[config.mk]
export PLATFORM = sky130hd
export DESIGN_NAME = tcs_regs
export DESIGN_NICKNAME = d
export VERILOG_FILES = /design/src/rtl/tcs_pkg.sv /design/src/rtl/tcs_regs.sv
export SDC_FILE = /design/constraint.sdc
export NUM_CORES = 1
export LEC_CHECK = 0
export BUFFER_PORTS_ARGS = -buffer_cell sky130_fd_sc_hd__buf_2
export CAP_MARGIN = 0
export CORE_MARGIN = 4
export CORE_UTILIZATION = 36
export CTS_CLUSTER_DIAMETER = 30
export DETAILED_ROUTE_END_ITERATION = 12
export PLACE_DENSITY = 0.87
export SLEW_MARGIN = 20
export SYNTH_ARGS = -nofsm -noshare
export SYNTH_HDL_FRONTEND = slang
export SYNTH_SLANG_ARGS = --single-unit
[constraint.sdc]
create_clock -name i_clk -period 1.01 [get_ports i_clk]
set_input_delay 0.2525 -clock i_clk [delete_from_list [all_inputs] [get_ports i_clk]]
set_output_delay 0.2525 -clock i_clk [all_outputs]
set_load 0.005 [all_outputs]
[src/rtl/tcs_pkg.sv]
// Shared types, codes and constants for the text console scrollback block.
// No dependencies; every other file of the block but tcs_ram imports this package.
`timescale 1ns / 1ps
`default_nettype none

package tcs_pkg;

    localparam int DEF_MAX_COLS   = 128;
    localparam int DEF_MAX_ROWS   = 64;
    localparam int DEF_SCROLLBACK = 200;

    localparam int CFG_ADDR_W = 3;
    localparam int APB_DATA_W = 32;

    localparam logic [7:0] COLUMNS_RESET = 8'd80;
    localparam logic [6:0] ROWS_RESET    = 7'd25;

    localparam logic [7:0] SPACE_CODE     = 8'd32;
    localparam logic [7:0] NEWLINE_CODE   = 8'd10;
    localparam logic [7:0] BACKSPACE_CODE = 8'd8;

    typedef enum logic [2:0] {
        ACT_PUT   = 3'd0,
        ACT_BACK  = 3'd1,
        ACT_FWD   = 3'd2,
        ACT_CLEAR = 3'd3,
        ACT_READ  = 3'd4
    } t_action;

    typedef enum logic {
        REG_COLUMNS      = 1'b0,
        REG_VISIBLE_ROWS = 1'b1
    } t_reg_idx;

    typedef struct packed {
        logic [7:0] columns;
        logic [6:0] visible_rows;
        logic       wipe;
    } t_cfg;

    typedef struct packed {
        logic [2:0] action;
        logic [7:0] char_code;
        logic [5:0] read_row;
        logic [6:0] read_col;
    } t_item;

    typedef struct packed {
        logic [7:0] cell_char;
        logic [6:0] cursor_col;
        logic [7:0] view_back;
        logic [8:0] lines_filled;
        logic       cursor_visible;
    } t_res;

endpackage

`default_nettype wire

[src/rtl/tcs_regs.sv]
// APB register file: columns and visible_rows, with a wipe strobe on every write.
// Depends on tcs_pkg.
`timescale 1ns / 1ps
`default_nettype none

module tcs_regs (
    input  wire logic                              i_clk,
    input  wire logic                              i_rst_n,
    input  wire logic                              psel,
    input  wire logic                              penable,
    input  wire logic                              pwrite,
    input  wire logic [tcs_pkg::CFG_ADDR_W-1:0]    paddr,
    input  wire logic [tcs_pkg::APB_DATA_W-1:0]    pwdata,
    output logic      [tcs_pkg::APB_DATA_W-1:0]    prdata,
    output logic                                   pready,
    output tcs_pkg::t_cfg                          o_cfg
);

    import tcs_pkg::*;

    logic [7:0] r_columns;
    logic [6:0] r_rows;
    logic       w_wr;
    t_reg_idx   w_idx;

    assign w_wr   = psel & penable & pwrite;
    assign w_idx  = t_reg_idx'(paddr[2]);
    assign pready = 1'b1;

    always_ff @(posedge i_clk) begin
        if (!i_rst_n) begin
            r_columns <= COLUMNS_RESET;
            r_rows    <= ROWS_RESET;
        end else if (w_wr) begin
            unique case (w_idx)
                REG_COLUMNS:      r_columns <= pwdata[7:0];
                REG_VISIBLE_ROWS: r_rows    <= pwdata[6:0];
            endcase
        end
    end

    always_comb begin
        unique case (w_idx)
            REG_COLUMNS:      prdata = APB_DATA_W'(r_columns);
            REG_VISIBLE_ROWS: prdata = APB_DATA_W'(r_rows);
        endcase
    end

    assign o_cfg.columns      = r_columns;
    assign o_cfg.visible_rows = r_rows;
    assign o_cfg.wipe         = w_wr;

endmodule

`default_nettype wire

Word-level counts from Yosys, hierarchy flattened
Index checks and enable logic that the tools add are counted.
{"block": "classes", "mux": 1, "bitwise_logic": 3, "n_reduce_logical": 2}
{"cell": "case mux 32 bit (2 select lines)", "n": 1}
{"cell": "AND reduction 2 bit", "n": 2}
{"cell": "bitwise AND 1 bit", "n": 2}
{"cell": "NOT 1 bit", "n": 1}
{"block": "word_totals", "reg_bits": 15, "in_bits": 40, "out_inout_bits": 49, "elab_cells": 8}

Depth between registers and ports, before layout
{"block": "depth", "word_depth": 3, "depth_mapped": 4, "ltp_nobuf": 2}

Worst setup path before layout
No wires, ideal clock.
{"block": "synth_timing", "path_kind": "input-to-output", "start": "input port paddr[2] in the netlist's numbering", "end": "output port prdata[0] in the netlist's numbering", "arrival_ns": 0.693, "t_required_ns": 0.757, "slack_ns": 0.064, "cell_stages": 2, "n_path_buf": 1, "cell_sequence": "buf_6 -> mux2_2"}
{"block": "synth_via", "elab_chain_cells": 2}
{"item": "from (decl)", "line_no": "tcs_regs.sv:12", "rtl": "input wire logic [tcs_pkg::CFG_ADDR_W-1:0] paddr,"}
{"item": "NOT 1 bit (no line)"}
{"item": "case mux 32 bit (2 select lines) (*)", "line_no": "tcs_regs.sv:43", "rtl": "unique case (w_idx)"}
{"item": "to (decl)", "line_no": "tcs_regs.sv:14", "rtl": "output logic [tcs_pkg::APB_DATA_W-1:0] prdata,"}
Mark *: on every way between the ends. The rest lies on a longest branch, timed or not. The select of a mux whose other input is x is not followed.

Worst setup path after layout
{"block": "layout_timing", "start": "register r_columns[1]", "end": "output port prdata[1] in the netlist's numbering"}
{"block": "layout_via", "elab_chain_cells": 1}
{"item": "from (decl)", "line_no": "tcs_regs.sv:21", "rtl": "logic [7:0] r_columns;"}
{"item": "from (signal assigned)", "line_no": "tcs_regs.sv:36", "rtl": "REG_COLUMNS: r_columns <= pwdata[7:0];"}
{"item": "case mux 32 bit (2 select lines)", "line_no": "tcs_regs.sv:43"}
Every way passes these cells. The select of a mux whose other input is x is not followed.

==> metrics <==
PwrDens=923 nW/um^2; I/O Pins=89; Final #Nets=190; RSZ-0062 raised after global routing=true; worst hold start=pwdata[7]; Max FO, Critical Path=2; ys flop type=dfxtp_1; post-route ant nets=0; layout cells sized above 1=0.537; routability cong.=0.651; vias post-DR=752; hold_buf cts=0; Setup TNS=-2.26 ns; final hold vios=0; Synth Instances=101; Yosys warning count=0; leakage power=0.648 nW; die footprint=3540 um^2; clock skew=0 ns; top-count cell post-synth=buf_4; Hold Crit Class=input pin to register; synthesized flop and latch total=15; clock share of power=0.290; min setup slack post-route=-0.241 ns; Crit. End Element=primary output; Placement Cell Area=1080 um^2; antenna cells=0; total power=1.17 mW; Pint=872 uW; r2r setup slk=0.25 ns; DP HPWL=1450 um; Port Buffers=37; Root Driver=clkbuf_4; crit path DAT=1.00 ns; reg2reg end=r_columns[7]; CTS tree=done; layout filler cell count=265; Switching Fraction=0.253; ys async rst share=0; Mapped Area=955 um^2; max_cap viols=0; Num CTS Buffers=3; largest cells by area after synthesis=dfxtp_1, buf_4, mux2i_1, mux2_2, nand2_1; worst hold endpoint=r_columns[7]; Initial Util=0.382; Reg clk slew, reported paths=0.09 ns; f_max=799 MHz; share of the synthesized area in the top cell type=0.315; worst r2r path cells=4; sw power=295 uW; Die Width=59.5 um; violated checks=negative setup slack; Die Ht=59.5 um; P&R area growth vs syn=32.4%; library cells used by synthesis=14; Seq/Total Area, Yosys=0.315; combinational share of power=0.183; worst hold path depth=3; Seq pwr share=0.527; max-slew violation count=0; Setup CP Type=register to primary output; peak supply drop=0.573 mV; top cells by count, synth=buf_4, nand2_1, dfxtp_1, mux2i_1, nor2b_1; reg2reg start=r_columns[7]; Post-Route WL=1930 um; Tcrit/Tclk final=1.24; Period minus WS final=1.25 ns; global-route wire length before repair=2950 um; vias in the first global route=681; run status=complete, but fails checks; Critical Path RT=0.76 ns; number of synthesized flops with an enable pin=0; syn_area_per_cell=9.45 um^2; H-tree level count=1; DR vias/cell=4.20; DRC=0; drt wl/cell=10.8 um; Clock Sinks=15; Total GRT Usage=0.110; antenna violations before repair=0; fin area=1260 um^2; clock latency on the worst-skew pair=0.27 ns; Core ar.=2500 um^2; first-pass iteration count of the detailed router=3; final setup fails=15; total grt overflow=0; startpoint types=register; Rows=18; Iteration-0 DRC Markers=4; clock buffer depth=2; largest net degree at the start of global routing=15; Yosys top cell by area=dfxtp_1
[routing by layer]
layer	part of all wire	wire, um	global-route usage	up-vias
met3	0.14	261	0.0523	0
met4	0	0	0.0190	0
met5	0	0	0	-
met1	0.38	730	0.126	337
met2	0.48	934	0.187	40
li1	-	-	-	375
[state kept, by name, summed over array words and instances, names as in the netlist]
name,flops
r_rows,7
r_columns,8
[cell usage in the layout (no fill, tap or decap), drive strengths merged]
| cell | n |
|---|---|
| and2b | 1 |
| and3 | 1 |
| and4 | 1 |
| and4b | 1 |
| buf | 52 |
| clkbuf | 4 |
| conb | 25 |
| dfxtp | 15 |
| mux2 | 7 |
| mux2i | 15 |
| nand2 | 17 |
| nand4b | 1 |
| nor2b | 9 |
[cell families after synthesis]
logic type / after synthesis / share of synthesized area
buffers and inverters: 31 / 0.250
flip-flops: 15 / 0.315
multiplexers: 22 / 0.240
AND/OR/NAND/NOR: 31 / 0.187
other: 2 / 0.00787
[power groups by stage]
stage                     clock (mW)  sequential [mW]  combinational, mW
final                          0.338            0.615              0.213
after global routing           0.395            0.617              0.239
after CTS                      0.369            0.614              0.204
after detailed placement           0            0.627              0.186
after global placement             0            0.626              0.183
after floorplan                    0            0.627              0.177
[layout make-up]
type                            instances  area, um^2  area share
Clock buffer                            4        26.3      0.0208
Multi-Input combinational cell         78         509       0.403
Sequential cell                        15         319       0.252
Tap cell                               30        37.5      0.0297
Timing Repair Buffer                   52         372       0.294
[what timing repair did]
item                                    in CTS  in global routing
pin swaps                                    0                  0
buffers inserted                             6                  4
endpoints found under the setup margin      21                 23
resized for setup                           23                  9
[critical path: stages (launching register included)]
cell and delay [ns]:
dfxtp_2 0.33, mux2_4 0.27, buf_6 0.12
[stage by stage]
stage	utilization	setup WS (ns)	instances	hold WS [ns]
3_3_place_gp	0.431	-0.232	167	0.449
3_5_place_dp	0.431	-0.251	167	0.460
6_report	0.506	-0.241	179	0.216
2_1_floorplan	-	0.0641	124	0.395
5_1_grt	0.506	-0.285	179	0.193
4_1_cts	0.486	-0.255	177	0.199
[worst max path at each step]
| stage | from | to | slack, ns | cells after the start |
|---|---|---|---|---|
| finish | r_columns[1] | prdata[1] | -0.24 | 2 |
| global route | r_columns[1] | prdata[1] | -0.28 | 2 |
| CTS | r_columns[3] | prdata[3] | -0.25 | 2 |
| detailed placement | paddr[2] | prdata[2] | -0.25 | 3 |
| global placement | paddr[2] | prdata[5] | -0.23 | 3 |
| floorplan | paddr[2] | prdata[0] | 0.06 | 2 |
Power figures use the tool's default switching activity.
